**config.mk**
```make
export PLATFORM = sky130hd
export DESIGN_NAME = i2c_bit_level_master
export DESIGN_NICKNAME = d
export VERILOG_FILES = /design/src/design/i2cm_pkg.sv /design/src/design/i2cm_front.sv /design/src/design/i2cm_engine.sv /design/src/design/i2cm_out_fifo.sv /design/src/design/i2c_bit_level_master.sv
export SDC_FILE = /design/constraint.sdc
export NUM_CORES = 1
export LEC_CHECK = 0
export ABC_CLOCK_PERIOD_IN_PS = 6000
export CAP_MARGIN = 20
export CORE_ASPECT_RATIO = 1.5
export CORE_MARGIN = 10
export CORE_UTILIZATION = 30
export CTS_CLUSTER_SIZE = 28
export DETAILED_ROUTE_END_ITERATION = 12
export DONT_BUFFER_PORTS = 1
export PLACE_DENSITY = 0.43
export SLEW_MARGIN = 30
export SYNTH_ARGS = -nofsm -noshare
export SYNTH_HDL_FRONTEND = slang
export SYNTH_SLANG_ARGS = --single-unit
```
**constraint.sdc**
```tcl
create_clock -name i_clk -period 6 [get_ports i_clk]
set_input_delay 0.6 -clock i_clk [delete_from_list [all_inputs] [get_ports i_clk]]
set_output_delay 0.6 -clock i_clk [all_outputs]
set_load 0.01 [all_outputs]
```
**src/design/i2cm_pkg.sv**
```systemverilog
`timescale 1ns / 1ps

package i2cm_pkg;

    localparam int TICK_W = 16;
    localparam logic [TICK_W-1:0] PHASE_TICKS_RESET = 16'd100;
    localparam logic [TICK_W-1:0] PHASE_TICKS_MIN = 16'd2;

    // function codes on the command field
    localparam logic [2:0] FUNC_START = 3'd1;
    localparam logic [2:0] FUNC_STOP  = 3'd2;
    localparam logic [2:0] FUNC_WRITE = 3'd3;
    localparam logic [2:0] FUNC_READ  = 3'd4;
    localparam logic [2:0] FUNC_ACK   = 3'd5;
    localparam logic [2:0] FUNC_NINE  = 3'd6;

    localparam logic [3:0] BIT_MSB   = 4'd7;
    localparam logic [3:0] NINE_BITS = 4'd8;

    typedef enum logic [2:0] {
        CMD_NONE,
        CMD_START,
        CMD_STOP,
        CMD_WRITE,
        CMD_READ,
        CMD_ACK,
        CMD_NINE
    } t_cmd;

    typedef enum logic [4:0] {
        PH_IDLE,
        ST_A, ST_B, ST_C,
        SP_A, SP_B, SP_C,
        WR_PRE, WR_LO, WR_HI,
        WA_LO, WA_H1, WA_H2,
        RD_H1, RD_H2, RD_LO,
        RA_LO, RA_H1, RA_H2,
        SA_A, SA_B, SA_C, SA_D, SA_E,
        NC_LO, NC_HI
    } t_phase;

    // classified tick item passed from front to engine
    typedef struct packed {
        t_cmd       cmd;
        logic [7:0] tx_byte;
        logic       ack_level;
        logic       sda_in;
    } t_item;

    // one result per tick
    typedef struct packed {
        logic       scl_release;
        logic       sda_release;
        logic       busy_res;
        logic       done_res;
        logic [7:0] rx_byte;
        logic       peer_acked;
    } t_result;

endpackage

```
**src/design/i2cm_front.sv**
```systemverilog
`timescale 1ns / 1ps

module i2cm_front (
    input  logic            i_clk,
    input  logic            i_rst_n,
    input  logic            i_push,
    input  logic [2:0]      i_func,
    input  logic [7:0]      i_tx_byte,
    input  logic            i_ack_level,
    input  logic            i_sda_in,
    output logic            o_full,
    output logic            o_valid,
    output i2cm_pkg::t_item o_item,
    input  logic            i_take
);
    import i2cm_pkg::*;

    t_item      w_item;
    t_item      r_mem [2];
    logic       r_wr_ptr;
    logic       r_rd_ptr;
    logic [1:0] r_count;
    logic       w_wr;

    // classify the command code, unused codes mean no command
    always_comb begin
        w_item.tx_byte   = i_tx_byte;
        w_item.ack_level = i_ack_level;
        w_item.sda_in    = i_sda_in;
        unique case (i_func)
            FUNC_START: w_item.cmd = CMD_START;
            FUNC_STOP:  w_item.cmd = CMD_STOP;
            FUNC_WRITE: w_item.cmd = CMD_WRITE;
            FUNC_READ:  w_item.cmd = CMD_READ;
            FUNC_ACK:   w_item.cmd = CMD_ACK;
            FUNC_NINE:  w_item.cmd = CMD_NINE;
            default:    w_item.cmd = CMD_NONE;
        endcase
    end

    assign o_full  = (r_count == 2'd2);
    assign o_valid = (r_count != 2'd0);
    assign o_item  = r_mem[r_rd_ptr];
    assign w_wr    = i_push && !o_full;

    // two-entry item queue
    always_ff @(posedge i_clk) begin
        if (w_wr) begin
            r_mem[r_wr_ptr] <= w_item;
        end
    end

    always_ff @(posedge i_clk) begin
        if (!i_rst_n) begin
            r_wr_ptr <= 1'b0;
            r_rd_ptr <= 1'b0;
            r_count  <= 2'd0;
        end else begin
            if (w_wr) begin
                r_wr_ptr <= ~r_wr_ptr;
            end
            if (i_take) begin
                r_rd_ptr <= ~r_rd_ptr;
            end
            r_count <= r_count + {1'b0, w_wr} - {1'b0, i_take};
        end
    end

endmodule

```
**src/design/i2cm_engine.sv**
```systemverilog
`timescale 1ns / 1ps

module i2cm_engine (
    input  logic                          i_clk,
    input  logic                          i_rst_n,
    input  logic [i2cm_pkg::TICK_W-1:0]   i_phase_ticks,
    input  logic                          i_valid,
    input  i2cm_pkg::t_item               i_item,
    output logic                          o_take,
    input  logic                          i_out_full,
    output logic                          o_wr,
    output i2cm_pkg::t_result             o_result
);
    import i2cm_pkg::*;

    t_phase            r_phase, n_phase;
    logic [TICK_W-1:0] r_tick, n_tick;
    logic [3:0]        r_bit_index, n_bit_index;
    logic [7:0]        r_shift, n_shift;
    logic              r_ack_latch, n_ack_latch;
    logic              r_scl, n_scl;
    logic              r_sda, n_sda;
    logic [7:0]        r_rx, n_rx;
    logic              r_acked, n_acked;

    logic [TICK_W-1:0] w_full;
    logic [TICK_W-1:0] w_half;
    logic [TICK_W-1:0] w_seg_len;
    logic [TICK_W:0]   w_tick_inc;
    logic              w_seg_end;
    logic              w_bit_zero;
    logic [3:0]        w_bit_dec;
    logic              w_drv;
    logic              w_done;

    assign o_take = i_valid && !i_out_full;
    assign o_wr   = o_take;

    // segment length: full phase, or its halves around the sample point
    always_comb begin
        w_full = (i_phase_ticks < PHASE_TICKS_MIN) ? PHASE_TICKS_MIN : i_phase_ticks;
        w_half = w_full >> 1;
        unique case (r_phase)
            WA_H1, RD_H1, RA_H1: w_seg_len = w_half;
            WA_H2, RD_H2, RA_H2: w_seg_len = w_full - w_half;
            default:             w_seg_len = w_full;
        endcase
    end

    assign w_tick_inc = {1'b0, r_tick} + {{TICK_W{1'b0}}, 1'b1};
    assign w_seg_end  = (r_phase != PH_IDLE) && (w_tick_inc >= {1'b0, w_seg_len});
    assign w_bit_zero = (r_bit_index == 4'd0);
    assign w_bit_dec  = r_bit_index - 4'd1;
    assign w_drv      = ~r_ack_latch;

    // next phase
    always_comb begin
        n_phase = r_phase;
        if (r_phase == PH_IDLE) begin
            unique case (i_item.cmd)
                CMD_START: n_phase = ST_A;
                CMD_STOP:  n_phase = SP_A;
                CMD_WRITE: n_phase = WR_PRE;
                CMD_READ:  n_phase = RD_H1;
                CMD_ACK:   n_phase = SA_A;
                CMD_NINE:  n_phase = NC_LO;
                default:   n_phase = PH_IDLE;
            endcase
        end else if (w_seg_end) begin
            unique case (r_phase)
                ST_A:    n_phase = ST_B;
                ST_B:    n_phase = ST_C;
                SP_A:    n_phase = SP_B;
                SP_B:    n_phase = SP_C;
                WR_PRE:  n_phase = WR_LO;
                WR_LO:   n_phase = WR_HI;
                WR_HI:   n_phase = w_bit_zero ? WA_LO : WR_LO;
                WA_LO:   n_phase = WA_H1;
                WA_H1:   n_phase = WA_H2;
                RD_H1:   n_phase = RD_H2;
                RD_H2:   n_phase = RD_LO;
                RD_LO:   n_phase = w_bit_zero ? RA_LO : RD_H1;
                RA_LO:   n_phase = RA_H1;
                RA_H1:   n_phase = RA_H2;
                SA_A:    n_phase = SA_B;
                SA_B:    n_phase = SA_C;
                SA_C:    n_phase = SA_D;
                SA_D:    n_phase = SA_E;
                NC_LO:   n_phase = NC_HI;
                NC_HI:   n_phase = w_bit_zero ? PH_IDLE : NC_LO;
                default: n_phase = PH_IDLE;
            endcase
        end
    end

    // line levels, counters and data registers
    always_comb begin
        n_tick      = r_tick;
        n_bit_index = r_bit_index;
        n_shift     = r_shift;
        n_ack_latch = r_ack_latch;
        n_scl       = r_scl;
        n_sda       = r_sda;
        n_rx        = r_rx;
        n_acked     = r_acked;
        if (r_phase == PH_IDLE) begin
            if (i_item.cmd != CMD_NONE) begin
                n_ack_latch = i_item.ack_level;
                n_tick      = '0;
            end
            unique case (i_item.cmd)
                CMD_START: begin
                    n_scl = 1'b1;
                    n_sda = 1'b1;
                end
                CMD_STOP: n_sda = 1'b0;
                CMD_WRITE: begin
                    n_shift     = i_item.tx_byte;
                    n_bit_index = BIT_MSB;
                end
                CMD_READ: begin
                    n_shift     = 8'd0;
                    n_bit_index = BIT_MSB;
                    n_scl       = 1'b1;
                    n_sda       = 1'b1;
                end
                CMD_ACK:  n_scl = 1'b0;
                CMD_NINE: n_bit_index = NINE_BITS;
                default: begin
                end
            endcase
        end else if (!w_seg_end) begin
            n_tick = w_tick_inc[TICK_W-1:0];
        end else begin
            n_tick = '0;
            unique case (r_phase)
                ST_A, SP_A: begin
                    n_scl = 1'b1;
                    n_sda = 1'b0;
                end
                ST_B: begin
                    n_scl = 1'b0;
                    n_sda = 1'b0;
                end
                SP_B, WA_LO, WA_H1, RD_H1: begin
                    n_scl = 1'b1;
                    n_sda = 1'b1;
                end
                WR_PRE: begin
                    n_scl = 1'b0;
                    n_sda = r_shift[r_bit_index[2:0]];
                end
                WR_LO, NC_LO: n_scl = 1'b1;
                WR_HI: begin
                    n_scl = 1'b0;
                    if (w_bit_zero) begin
                        n_sda = 1'b1;
                    end else begin
                        n_bit_index = w_bit_dec;
                        n_sda       = r_shift[w_bit_dec[2:0]];
                    end
                end
                RD_H2, RA_H2, WA_H2, SA_D: begin
                    n_scl = 1'b0;
                    n_sda = 1'b1;
                end
                RD_LO: begin
                    if (w_bit_zero) begin
                        n_scl = 1'b0;
                        n_sda = w_drv;
                    end else begin
                        n_bit_index = w_bit_dec;
                        n_scl       = 1'b1;
                        n_sda       = 1'b1;
                    end
                end
                RA_LO, RA_H1, SA_B: begin
                    n_scl = 1'b1;
                    n_sda = w_drv;
                end
                SA_A, SA_C: begin
                    n_scl = 1'b0;
                    n_sda = w_drv;
                end
                NC_HI: begin
                    n_scl = 1'b0;
                    if (!w_bit_zero) begin
                        n_bit_index = w_bit_dec;
                    end
                end
                default: begin
                end
            endcase
            // samples taken at the end of a first half-phase; the read byte is latched at the end of RA_H2
            if (r_phase == WA_H1) begin
                n_acked = ~i_item.sda_in;
            end
            if (r_phase == RD_H1) begin
                n_shift = {r_shift[6:0], i_item.sda_in};
            end
            if (r_phase == RA_H2) begin
                n_rx = r_shift;
            end
        end
    end

    assign w_done = w_seg_end && (n_phase == PH_IDLE);

    // result of this tick
    always_comb begin
        o_result.scl_release = n_scl;
        o_result.sda_release = n_sda;
        o_result.busy_res    = (n_phase != PH_IDLE);
        o_result.done_res    = w_done;
        o_result.rx_byte     = n_rx;
        o_result.peer_acked  = n_acked;
    end

    always_ff @(posedge i_clk) begin
        if (!i_rst_n) begin
            r_phase     <= PH_IDLE;
            r_tick      <= '0;
            r_bit_index <= 4'd0;
            r_shift     <= 8'd0;
            r_ack_latch <= 1'b0;
            r_scl       <= 1'b1;
            r_sda       <= 1'b1;
            r_rx        <= 8'd0;
            r_acked     <= 1'b0;
        end else if (o_take) begin
            r_phase     <= n_phase;
            r_tick      <= n_tick;
            r_bit_index <= n_bit_index;
            r_shift     <= n_shift;
            r_ack_latch <= n_ack_latch;
            r_scl       <= n_scl;
            r_sda       <= n_sda;
            r_rx        <= n_rx;
            r_acked     <= n_acked;
        end
    end

endmodule

```
**src/design/i2cm_out_fifo.sv**
```systemverilog
`timescale 1ns / 1ps

module i2cm_out_fifo (
    input  logic              i_clk,
    input  logic              i_rst_n,
    input  logic              i_wr,
    input  i2cm_pkg::t_result i_result,
    output logic              o_full,
    output logic              o_empty,
    output i2cm_pkg::t_result o_result,
    input  logic              i_pop
);
    import i2cm_pkg::*;

    t_result    r_mem [2];
    logic       r_wr_ptr;
    logic       r_rd_ptr;
    logic [1:0] r_count;
    logic       w_rd;
    logic       w_wr;

    assign o_full   = (r_count == 2'd2);
    assign o_empty  = (r_count == 2'd0);
    assign o_result = r_mem[r_rd_ptr];
    assign w_rd     = i_pop && !o_empty;
    assign w_wr     = i_wr && !o_full;

    // two-entry result queue
    always_ff @(posedge i_clk) begin
        if (w_wr) begin
            r_mem[r_wr_ptr] <= i_result;
        end
    end

    always_ff @(posedge i_clk) begin
        if (!i_rst_n) begin
            r_wr_ptr <= 1'b0;
            r_rd_ptr <= 1'b0;
            r_count  <= 2'd0;
        end else begin
            if (w_wr) begin
                r_wr_ptr <= ~r_wr_ptr;
            end
            if (w_rd) begin
                r_rd_ptr <= ~r_rd_ptr;
            end
            r_count <= r_count + {1'b0, w_wr} - {1'b0, w_rd};
        end
    end

endmodule

```
**src/design/i2c_bit_level_master.sv**
```systemverilog
`timescale 1ns / 1ps

// I2C bit-level master driving open-drain SCL and SDA levels.
// Input channel: one item per bus tick, pushed with push while full is low.
// It carries a command code (none, start, stop, write, read, send ack,
// nine recovery clocks), the byte to write, the ack level and the sampled SDA.
// Result channel: one item per input item, read with pop while empty is low:
// line levels, busy, a done pulse, the last byte read and the peer ack flag.
// Commands that arrive while a command runs are ignored.
// Configuration: one write channel (valid/ready, always ready) sets the number
// of ticks per bus phase; write it only while the block is idle.
// A pushed item waits in the front queue; the engine takes it and writes its result
// into the result queue at the same edge, and the result is then on the result ports.
// Throughput: one item per cycle while the result queue is not full.
// Two-entry queues sit before and after the engine, so push keeps flowing
// while the reader holds off pop until both queues fill; then full rises.
// Reset (synchronous, active low) empties both queues, releases both lines,
// returns the engine to idle and sets the phase length to 100 ticks.

module i2c_bit_level_master (
    input  logic                        i_clk,
    input  logic                        i_rst_n,
    input  logic                        push,
    output logic                        full,
    input  logic [2:0]                  i_func,
    input  logic [7:0]                  i_tx_byte,
    input  logic                        i_ack_level,
    input  logic                        i_sda_in,
    output logic                        empty,
    input  logic                        pop,
    output logic                        o_scl_release,
    output logic                        o_sda_release,
    output logic                        o_busy_res,
    output logic                        o_done_res,
    output logic [7:0]                  o_rx_byte,
    output logic                        o_peer_acked,
    input  logic                        i_cfg_valid,
    output logic                        o_cfg_ready,
    input  logic [i2cm_pkg::TICK_W-1:0] i_cfg_phase_ticks
);
    import i2cm_pkg::*;

    logic [TICK_W-1:0] r_phase_ticks;
    logic              w_item_valid;
    t_item             w_item;
    logic              w_take;
    logic              w_out_full;
    logic              w_out_wr;
    t_result           w_eng_result;
    t_result           w_head;

    // configuration register
    assign o_cfg_ready = 1'b1;

    always_ff @(posedge i_clk) begin
        if (!i_rst_n) begin
            r_phase_ticks <= PHASE_TICKS_RESET;
        end else if (i_cfg_valid && o_cfg_ready) begin
            r_phase_ticks <= i_cfg_phase_ticks;
        end
    end

    // front: classify and queue ticks
    i2cm_front u_front (
        .i_clk       (i_clk),
        .i_rst_n     (i_rst_n),
        .i_push      (push),
        .i_func      (i_func),
        .i_tx_byte   (i_tx_byte),
        .i_ack_level (i_ack_level),
        .i_sda_in    (i_sda_in),
        .o_full      (full),
        .o_valid     (w_item_valid),
        .o_item      (w_item),
        .i_take      (w_take)
    );

    // back: bus sequencer
    i2cm_engine u_engine (
        .i_clk         (i_clk),
        .i_rst_n       (i_rst_n),
        .i_phase_ticks (r_phase_ticks),
        .i_valid       (w_item_valid),
        .i_item        (w_item),
        .o_take        (w_take),
        .i_out_full    (w_out_full),
        .o_wr          (w_out_wr),
        .o_result      (w_eng_result)
    );

    // result queue
    i2cm_out_fifo u_out (
        .i_clk    (i_clk),
        .i_rst_n  (i_rst_n),
        .i_wr     (w_out_wr),
        .i_result (w_eng_result),
        .o_full   (w_out_full),
        .o_empty  (empty),
        .o_result (w_head),
        .i_pop    (pop)
    );

    assign o_scl_release = w_head.scl_release;
    assign o_sda_release = w_head.sda_release;
    assign o_busy_res    = w_head.busy_res;
    assign o_done_res    = w_head.done_res;
    assign o_rx_byte     = w_head.rx_byte;
    assign o_peer_acked  = w_head.peer_acked;

`ifndef SYNTHESIS
    // a completing command leaves the engine idle
    a_done_not_busy: assert property (@(posedge i_clk) disable iff (!i_rst_n)
        (!empty && o_done_res) |-> !o_busy_res)
        else $error("done result reports busy");

    // the engine never writes into a full result queue
    a_no_overflow: assert property (@(posedge i_clk) disable iff (!i_rst_n)
        w_out_wr |-> !w_out_full)
        else $error("result queue overflow");

    // the result queue is empty and the front queue not full right after reset
    a_reset_empty: assert property (@(posedge i_clk)
        !i_rst_n |=> (empty && !full))
        else $error("queues not empty after reset");
`endif

endmodule
```
==> impl_metrics.ini, run 1 <==
[grt]
gr-usage-met3 = 0.0246
gr-total-overflow = 0
grt.busiest_layer = met2
antenna_found_initial = 0
met1_usage = 0.141
grt_usage = 0.139
grt_pass1_vias = 6355
grt_first_pass_wirelength_um = 35400
grt_max_degree = 40
use_met2 = 0.267

[critical_path]
reg2reg_slack_ns = 0.61
crit_type = flop to flop
worst_path_max_delay_cell = or4_1
cp_common_cell = ha_1
reg2reg_from = r_phase_ticks[14]
worstPathArrival_ns = 5.51
r2r_end = u_out.r_mem[0][10]
r2r_cells = 22
end_kind = flop
startpoint_type = flop
critPathMaxFanout = 10
cp.required_ns = 6.12
path_cells = inv_1 > ha_1 > nor4b_1 > nand4_1 > nand2b_1 > ha_1 > inv_1 > fa_1 > a211oi_2 > o21bai_1 > o221a_2 > a31oi_1 > a2111oi_0 > a211o_1 > ha_1 > nand3_1 > or4_1 > a21oi_2 > nor3_2 > buf_4 > nor4_1 > o21ai_0
cpPeakStageDelay_ns = 0.55

[floorplanning]
start_util = 0.307
coreArea_um2 = 25200
die_x_um = 151
design.die.area_um2 = 32700
pin_count = 50
dieHeight_um = 217
row_count = 71

[synth]
ys.flop_type = dfxtp_1
yosys.area.top_type = edfxtp_1
syn_nets = 909
yosysWarningCount = 0
netlist_instances = 836
netlist_area_um2 = 7730
yosysMostFrequentCell = nand2_1
synth_edf_count = 52
syn_area_per_cell_um2 = 9.25
yosysSeqAreaShare = 0.386
yosysUniqueCellTypes = 80
async_reset_ff_frac = 0
synth_area_leaders = edfxtp_1 (20%), dfxtp_1 (18%), ha_1 (6.1%), mux2i_1 (6.1%), mux2_2 (3.9%)
ys_ff_latch = 123
synth_common_cells = nand2_1 (78), dfxtp_1 (71), nor2_1 (65), edfxtp_1 (52), mux2i_1 (47)
yosysTopAreaCellShare = 0.202

[cells_and_area]
antenna_cells = 0
synthToLayoutAreaGrowth_pct = 12.5
drive_gt1_frac = 0.131
final_nets = 894
final_area_um2 = 8700
final_cells = 1162

[sta]
hold_viol_final = 0
finalCritPeriodShare = 0.899
rsz0062_at_grt = false
skew_ns = 0.0111
drv_slew = 0
final.min_clock_period_ns = 5.39
setup_violations = 0
tightest_slew_ns = 0.769
relSlewSlack = 0.487
whs_ns = 0.268
tns_ns = 0
max_freq_mhz = 185

[clock_network]
htree_levels = 4
insertion_delay_ns = 0.42
cts_root_buffer = clkbuf_16
cts_setup_buffers = 0
clk_path_buf_depth = 2
clkSlewWorstSetupHoldPaths_ns = 0.07
clock-sinks = 123
cts_buffers = 17
cts_tree = built

[outcome]
outcome = finished, final reports clean

[routing]
drt-initial-drc-count = 530
route.vias.total = 6191
routed_wl_um = 22400
detail-route-antenna-nets = 0
drc = 0
avgRoutedWirePerCell_um = 19.3
dr.pass1.iters = 5
post_drt_via_cell_ratio = 5.33

[hold_path]
hold_end = u_front.r_mem[0][7]
hold_path_depth = 0
hp-start = i_tx_byte[5]
hp-class = input port to flop

[placement]
place_congestion = 0.806
dp_cells = 1130
hpwlAfterDp_um = 17000
numPortBuffers = 0
placed_cell_area_um2 = 8090

[job]
cap_violations = 0

[pwr]
peakVddDrop_mv = 0.206
static-leakage-power_nw = 3.34
power.density_nw_per_um2 = 455
power_mw = 3.96
==> timing repair <==
action	in CTS	in global routing
hold buffers	0	0
endpoints found under the setup margin	0	42
resized for setup	0	4
==> state kept, by name, summed over array words and instances, names as in the netlist, 2 cells and up, named ones only <==
name and flops:
u_front.r_mem 26, u_engine.r_rx 8, u_out.r_mem 26, u_engine.r_phase 5
u_engine.r_tick 16, r_phase_ticks 16, u_engine.r_shift 8, u_engine.r_bit_index 4
u_front.r_count 2, u_out.r_count 2
==> where the power goes <==
part | switching, mW | total (mW) | internal, mW | leakage, nW
Clock | 0.441 | 1.03 | 0.593 | 0.287
Combinational | 1.08 | 1.71 | 0.627 | 1.99
Sequential | 0.156 | 1.22 | 1.06 | 1.07
==> how the worst max path moves through the flow <==
stage                           start                  to  slack, ns  cells after the start
finish              r_phase_ticks[14]  u_out.r_mem[0][10]       0.61                     22
detailed placement  r_phase_ticks[14]   u_out.r_mem[0][2]       0.32                     21
floorplan           r_phase_ticks[14]   u_out.r_mem[0][1]       0.80                     21
CTS                 r_phase_ticks[14]   u_out.r_mem[0][1]       0.29                     21
global placement    r_phase_ticks[14]   u_out.r_mem[1][7]       0.44                     21
global route        r_phase_ticks[14]  u_out.r_mem[0][10]       0.06                     22
==> cell type report <==
class | count | area [um^2]
fillers | 2638 | 16500
multi-input cells | 617 | 4390
flip-flops and latches | 123 | 2980
clock buffers | 17 | 425
well taps | 328 | 410
repair buffers | 26 | 195
clock inverters | 15 | 165
inverters | 36 | 135
==> cells in the final DEF (no fill, tap or decap), types with 12 or more instances in the layout <==
cell type  instances
buf_4             26
ha_1              38
edfxtp_1          52
a21oi_1           44
nand4_1           12
o21ai_0           36
nand3_1           22
nor2_1            64
inv_1             35
clkbuf_16         17
mux2_2            27
mux2i_1           47
nor3_1            17
a22o_1            14
xor2_1            13
xnor2_1           17
nand2_1           78
dfxtp_1           70
nand2b_1          13
==> metrics by stage <==
stage / util / worst slack, ns
after global placement: 0.321 / 0.443
after CTS: 0.344 / 0.295
after floorplan: - / 0.797
after global routing: 0.345 / 0.0619
final: 0.345 / 0.608
after detailed placement: 0.321 / 0.322
==> worst max-delay path: cells and delay by family (launching register included) <==
family | cells | cell delay [ns]
AO/OA/AOI/OAI | 8 | 1.73
adder cells (fa/ha/maj) | 4 | 1.05
buffers and inverters | 3 | 0.37
flip-flops | 1 | 0.35
AND/OR/NAND/NOR | 7 | 1.59
==> metal layers <==
layer	wire, um	share of wire	up-vias
li1	-	-	3065
met1	8600	0.38	2974
met2	12600	0.56	120
met3	612	0.027	32
met4	571	0.025	0
met5	0	0	-
==> kinds of logic after synthesis <==
kind of cell,share of synthesized area
AOI/OAI and AO/OA,0.187
xor gates and xnor gates,0.0340
adders and majority gates,0.0641
buffers and inverters,0.0508
DFF,0.386
muxes,0.112
other,0.000485
and+or+nand+nor,0.167
No activity file was read; power rests on OpenSTA's default activity.
==> run 2, diff against run 1 <==
--- a/config.mk
+++ b/config.mk
@@ -5,7 +5,7 @@
 export SDC_FILE = /design/constraint.sdc
 export NUM_CORES = 1
 export LEC_CHECK = 0
-export ABC_CLOCK_PERIOD_IN_PS = 6000
+export ABC_CLOCK_PERIOD_IN_PS = 4800
 export CAP_MARGIN = 20
 export CORE_ASPECT_RATIO = 1.5
 export CORE_MARGIN = 10
@@ -13,8 +13,9 @@
 export CTS_CLUSTER_SIZE = 28
 export DETAILED_ROUTE_END_ITERATION = 12
 export DONT_BUFFER_PORTS = 1
-export PLACE_DENSITY = 0.43
+export PLACE_DENSITY = 0.44
 export SLEW_MARGIN = 30
 export SYNTH_ARGS = -nofsm -noshare
 export SYNTH_HDL_FRONTEND = slang
 export SYNTH_SLANG_ARGS = --single-unit
+export TNS_END_PERCENT = 50
==> constraint.sdc (replaced) <==
create_clock -name i_clk -period 4.8 [get_ports i_clk]
set_input_delay 0.48 -clock i_clk [delete_from_list [all_inputs] [get_ports i_clk]]
set_output_delay 0.48 -clock i_clk [all_outputs]
set_load 0.01 [all_outputs]
==> run 2 against run 1 <==
The flow now finishes with violations (setup timing); clock power grew 24%; register-to-register slack got worse by 0.67 ns; wire length increased by 0.45%; total power up 31%; sequential cell count unchanged; combinational power up 39%; critical endpoint is now u_out.r_mem[0][3]; largest cell class unchanged; highest routed layer unchanged.
==> impl_metrics.ini, run 2 (synthesis results as in run 1) <==
[outcome]
outcome = finished, violations left
failed_checks = setup timing

[critical_path]
startpoint_type = flop
crit_end = u_out.r_mem[0][3]
r2r_cells = 22
reg2reg_from = r_phase_ticks[14]
reg2reg_slack_ns = -0.07
end_kind = flop
crit_type = flop to flop
crit_path_start = r_phase_ticks[14]
critPathMaxFanout = 8
worstPathArrival_ns = 5.04
cp.required_ns = 4.97
r2r_end = u_out.r_mem[0][3]

[cells_and_area]
utilization = 0.376
num-fill-cells = 2579
drive_gt1_frac = 0.235
synthToLayoutAreaGrowth_pct = 22.6
top_regs = u_front.r_mem (26), u_out.r_mem (26)
final_area_um2 = 9480
final_cell_mix = nand2_1 (77), dfxtp_1 (68), nor2_1 (61)
final_nets = 934
final_common_cell = nand2_1
antenna_cells = 0

[floorplanning]
die_x_um = 151
dieHeight_um = 217
start_util = 0.307
coreArea_um2 = 25200
design.die.area_um2 = 32700
row_count = 71
pin_count = 50

[clock_network]
clkSlewWorstSetupHoldPaths_ns = 0.07
cts_buffers = 17
clk_path_buf_depth = 2
htree_levels = 4
insertion_delay_ns = 0.43
cts_hold_buffers = 0
clock-sinks = 123
cts_root_buffer = clkbuf_16
cts_tree = built

[sta]
skew_ns = 0.0144
finalCritPeriodShare = 1.01
final.setup.worst_slack_ns = -0.0658
final.min_clock_period_ns = 4.87
relSlewSlack = 0.264
hold_viol_final = 0
whs_ns = 0.145
rsz0062_at_grt = true
max_freq_mhz = 206
tightest_slew_ns = 1.10
tns_ns = -0.985
setup_violations = 20
drv_slew = 0

[placement]
placed_cell_area_um2 = 8360
place_congestion = 0.842
numPortBuffers = 0
hpwlAfterDp_um = 16900

[pwr]
static-leakage-power_nw = 3.64
power.density_nw_per_um2 = 545
peakVddDrop_mv = 0.275

[grt]
grt_pass1_vias = 6559
antenna_found_initial = 0
grt_max_degree = 40
grt_usage = 0.140
grt_first_pass_wirelength_um = 35900
gr-total-overflow = 0

[job]
cap_violations = 0

[routing]
avgRoutedWirePerCell_um = 18.7
dr.pass1.iters = 5
route.vias.total = 6362
routed_wl_um = 22500
post_drt_via_cell_ratio = 5.29
drt-initial-drc-count = 384
detail-route-antenna-nets = 0
drc = 0

[hold_path]
hp-class = input port to flop
==> run 2: through the flow <==
| step | cells | worst slack, ns | power (mW) |
|---|---|---|---|
| 2_1_floorplan | 836 | 0.000491 | 3.07 |
| 3_3_place_gp | 1158 | -0.173 | 3.70 |
| 3_5_place_dp | 1158 | -0.211 | 3.69 |
| 4_1_cts | 1198 | -0.0486 | 5.04 |
| 5_1_grt | 1202 | -0.338 | 5.51 |
| 6_report | 1202 | -0.0658 | 5.17 |
==> run 2: timing repair <==
action                     4_1_cts  5_1_grt
pin swaps                        6       23
resized for setup               22       60
setup buffers                    8        4
setup endpoints to repair       45       70
==> run 2: metal layers <==
metal	track usage	vias up	share of wire
met5	0	-	0
met1	0.145	3063	0.39
met3	0.0277	42	0.029
met2	0.264	105	0.55
met4	0.0579	0	0.031
li1	-	3152	-
==> run 2: critical path, stage by stage, from the launching register on <==
cell and delay (ns):
dfxtp_2 0.32, inv_2 0.07, ha_4 0.12, nor4b_4 0.18
nand4_1 0.17, nand2b_1 0.15, ha_2 0.19, inv_2 0.04
fa_2 0.36, a211oi_2 0.27, o21bai_2 0.12, o221a_4 0.30
a31oi_4 0.20, a2111oi_4 0.05, a211o_1 0.30, ha_4 0.29
nand3_4 0.06, or4_4 0.50, a21oi_4 0.18, nor3_4 0.09
nor2_4 0.12, buf_12 0.14, mux2_2 0.34
==> run 2: report_power, final <==
group / switching [mW] / leakage, nW / internal (mW)
Clock: 0.543 / 0.288 / 0.742
Sequential: 0.176 / 1.07 / 1.32
Combinational: 1.49 / 2.29 / 0.891
==> run 2: layout make-up <==
| type | instances | area, um^2 | area share |
|---|---|---|---|
| sequential | 123 | 2990 | 0.315 |
| inverter | 36 | 135 | 0.0143 |
| clock buffer | 17 | 425 | 0.0449 |
| timing repair buffer | 66 | 543 | 0.0573 |
| tap | 328 | 410 | 0.0433 |
| multi-input combinational | 617 | 4810 | 0.507 |
| clock inverter | 15 | 170 | 0.0179 |
==> run 2: worst min path at each step <==
stage / from / endpoint / slack [ns] / cells after the start
after CTS: i_tx_byte[4] / u_front.r_mem[0][6] / 0.13 / 0
final: i_tx_byte[4] / u_front.r_mem[0][6] / 0.15 / 0
after floorplan: u_engine.r_rx[7] / u_engine.r_rx[7] / 0.44 / 2
after detailed placement: u_engine.r_rx[5] / u_engine.r_rx[5] / 0.45 / 2
after global routing: i_tx_byte[4] / u_front.r_mem[0][6] / 0.13 / 0
after global placement: u_engine.r_rx[2] / u_engine.r_rx[2] / 0.45 / 2
==> run 3, diff against run 2 <==
--- a/config.mk
+++ b/config.mk
@@ -5,7 +5,7 @@
 export SDC_FILE = /design/constraint.sdc
 export NUM_CORES = 1
 export LEC_CHECK = 0
-export ABC_CLOCK_PERIOD_IN_PS = 4800
+export ABC_CLOCK_PERIOD_IN_PS = 5970
 export CAP_MARGIN = 20
 export CORE_ASPECT_RATIO = 1.5
 export CORE_MARGIN = 10
@@ -13,7 +13,7 @@
 export CTS_CLUSTER_SIZE = 28
 export DETAILED_ROUTE_END_ITERATION = 12
 export DONT_BUFFER_PORTS = 1
-export PLACE_DENSITY = 0.44
+export PLACE_DENSITY = 0.43
 export SLEW_MARGIN = 30
 export SYNTH_ARGS = -nofsm -noshare
 export SYNTH_HDL_FRONTEND = slang
==> constraint.sdc (replaced) <==
create_clock -name i_clk -period 5.97 [get_ports i_clk]
set_input_delay 0.597 -clock i_clk [delete_from_list [all_inputs] [get_ports i_clk]]
set_output_delay 0.597 -clock i_clk [all_outputs]
set_load 0.01 [all_outputs]
==> run 3 against run 2 <==
First-iteration DRC count is 6.8% higher; combinational power is 29% lower; register-to-register slack better by 0.44 ns; final area is 8.5% lower; the run now ends clean; final cell count is 3.4% lower; sequential cell count stayed put; count of clock-buffer cells in the layout stayed put; highest routed layer unchanged; sequential share of layout area is 2.9 points higher.
==> impl_metrics.ini, run 3 (synthesis results as in run 1) <==
[pwr]
peakVddDrop_mv = 0.205
static-leakage-power_nw = 3.32
power_mw = 3.92
power.density_nw_per_um2 = 452

[clock_network]
cts_buffers = 17
htree_levels = 4
clkSlewWorstSetupHoldPaths_ns = 0.06
clock-sinks = 123
cts_setup_buffers = 0
clk_path_buf_depth = 2
cts_tree = built
cts_hold_buffers = 0
cts_root_buffer = clkbuf_16
insertion_delay_ns = 0.42

[sta]
skew_ns = 0.0133
hold_viol_final = 0
setup_violations = 0
final.setup.worst_slack_ns = 0.372
rsz0062_at_grt = false
finalCritPeriodShare = 0.938
whs_ns = 0.273
drv_slew = 0
tns_ns = 0
max_freq_mhz = 179
relSlewSlack = 0.381
tightest_slew_ns = 0.927
final.min_clock_period_ns = 5.60

[critical_path]
r2r_end = u_out.r_mem[1][0]
cp.required_ns = 6.13
r2r_cells = 21
cp_common_cell = ha_1
worst_path_max_delay_cell = or4_1
reg2reg_slack_ns = 0.37
cpPeakStageDelay_ns = 0.54
startpoint_type = flop
crit_type = flop to flop
end_kind = flop
worstPathArrival_ns = 5.76
critPathMaxFanout = 11
reg2reg_from = r_phase_ticks[14]
path_cells = inv_1 > ha_1 > nor4b_2 > nand4_1 > nand2b_1 > ha_1 > inv_1 > fa_1 > a211oi_1 > o21bai_1 > o221a_2 > a31oi_1 > a2111oi_0 > a211o_1 > ha_1 > nand3_1 > or4_1 > a21oi_1 > or3_1 > nand3_1 > mux2_2

[routing]
routed_wl_um = 22100
post_drt_via_cell_ratio = 5.34
detail-route-antenna-nets = 0
drc = 0
drt-initial-drc-count = 410
dr.pass1.iters = 5
avgRoutedWirePerCell_um = 19.1
route.vias.total = 6200

[placement]
place_ws_ns = 0.236
place_congestion = 0.850
numPortBuffers = 0
hpwlAfterDp_um = 16700

[floorplanning]
dieHeight_um = 217
pin_count = 50
start_util = 0.307
design.die.area_um2 = 32700
die_x_um = 151
row_count = 71
coreArea_um2 = 25200

[hold_path]
hold_path_depth = 0
hp-start = i_tx_byte[4]
hp-class = input port to flop
hold_end = u_front.r_mem[0][6]

[cells_and_area]
synthToLayoutAreaGrowth_pct = 12.1
antenna_cells = 0
top_regs = u_front.r_mem (26), u_out.r_mem (26)
utilization = 0.344
final_common_cell = nand2_1
final_nets = 893
drive_gt1_frac = 0.126
final_cell_mix = nand2_1 (78), dfxtp_1 (71), nor2_1 (64)

[grt]
grt_usage = 0.136
grt_max_degree = 40
gr-total-overflow = 0
grt_first_pass_wirelength_um = 34600
antenna_found_initial = 0
grt_pass1_vias = 6101

[job]
cap_violations = 0

[outcome]
outcome = finished, final reports clean
## run 3: cell type report
cell class / instances / area (um^2)
Timing Repair Buffer: 25 / 188
Multi-Input combinational cell: 617 / 4380
Fill cell: 2663 / 16600
Clock buffer: 17 / 425
Inverter: 36 / 135
Clock inverter: 15 / 150
Tap cell: 328 / 410
Sequential cell: 123 / 2980
## run 3: repair_timing
| item | in CTS | in global routing |
|---|---|---|
| resized for setup | 0 | 2 |
| endpoints found under the hold margin | 0 | 0 |
| endpoints found under the setup margin | 0 | 33 |
## run 3: worst max path at each step
stage / start / endpoint / slack [ns] / cells past startpoint
5_1_grt: r_phase_ticks[15] / u_out.r_mem[1][10] / 0.006 / 22
3_3_place_gp: r_phase_ticks[14] / u_out.r_mem[1][7] / 0.33 / 21
3_5_place_dp: r_phase_ticks[14] / u_out.r_mem[1][1] / 0.24 / 21
4_1_cts: r_phase_ticks[14] / u_out.r_mem[1][1] / 0.22 / 21
6_report: r_phase_ticks[14] / u_out.r_mem[1][0] / 0.37 / 21
2_1_floorplan: r_phase_ticks[14] / u_out.r_mem[0][1] / 0.77 / 21
## run 3: power breakdown
part | leakage [nW] | switching (mW) | total, mW | internal [mW]
Sequential | 1.07 | 0.166 | 1.23 | 1.06
Clock | 0.275 | 0.439 | 0.994 | 0.555
Combinational | 1.98 | 1.07 | 1.69 | 0.618
## run 3: stage by stage
step / instances / instance area [um^2]
finish: 1161 / 8670
floorplan: 836 / 7730
detailed placement: 1129 / 8080
global route: 1161 / 8670
CTS: 1161 / 8660
global placement: 1129 / 8080
## run 3: critical path: cells and delay by family (launching register included)
family | cells | cell delay [ns]
simple gates | 7 | 1.78
compound gates | 7 | 1.68
fa+ha+maj | 4 | 1.08
flops | 1 | 0.34
mux | 1 | 0.31
buf+inv | 2 | 0.13
## run 3: layer usage
layer	GRT usage	routed length (um)	vias up
met4	0.0650	839	0
li1	-	-	3070
met5	0	0	-
met2	0.248	11900	111
met1	0.144	8750	2980
met3	0.0269	590	39
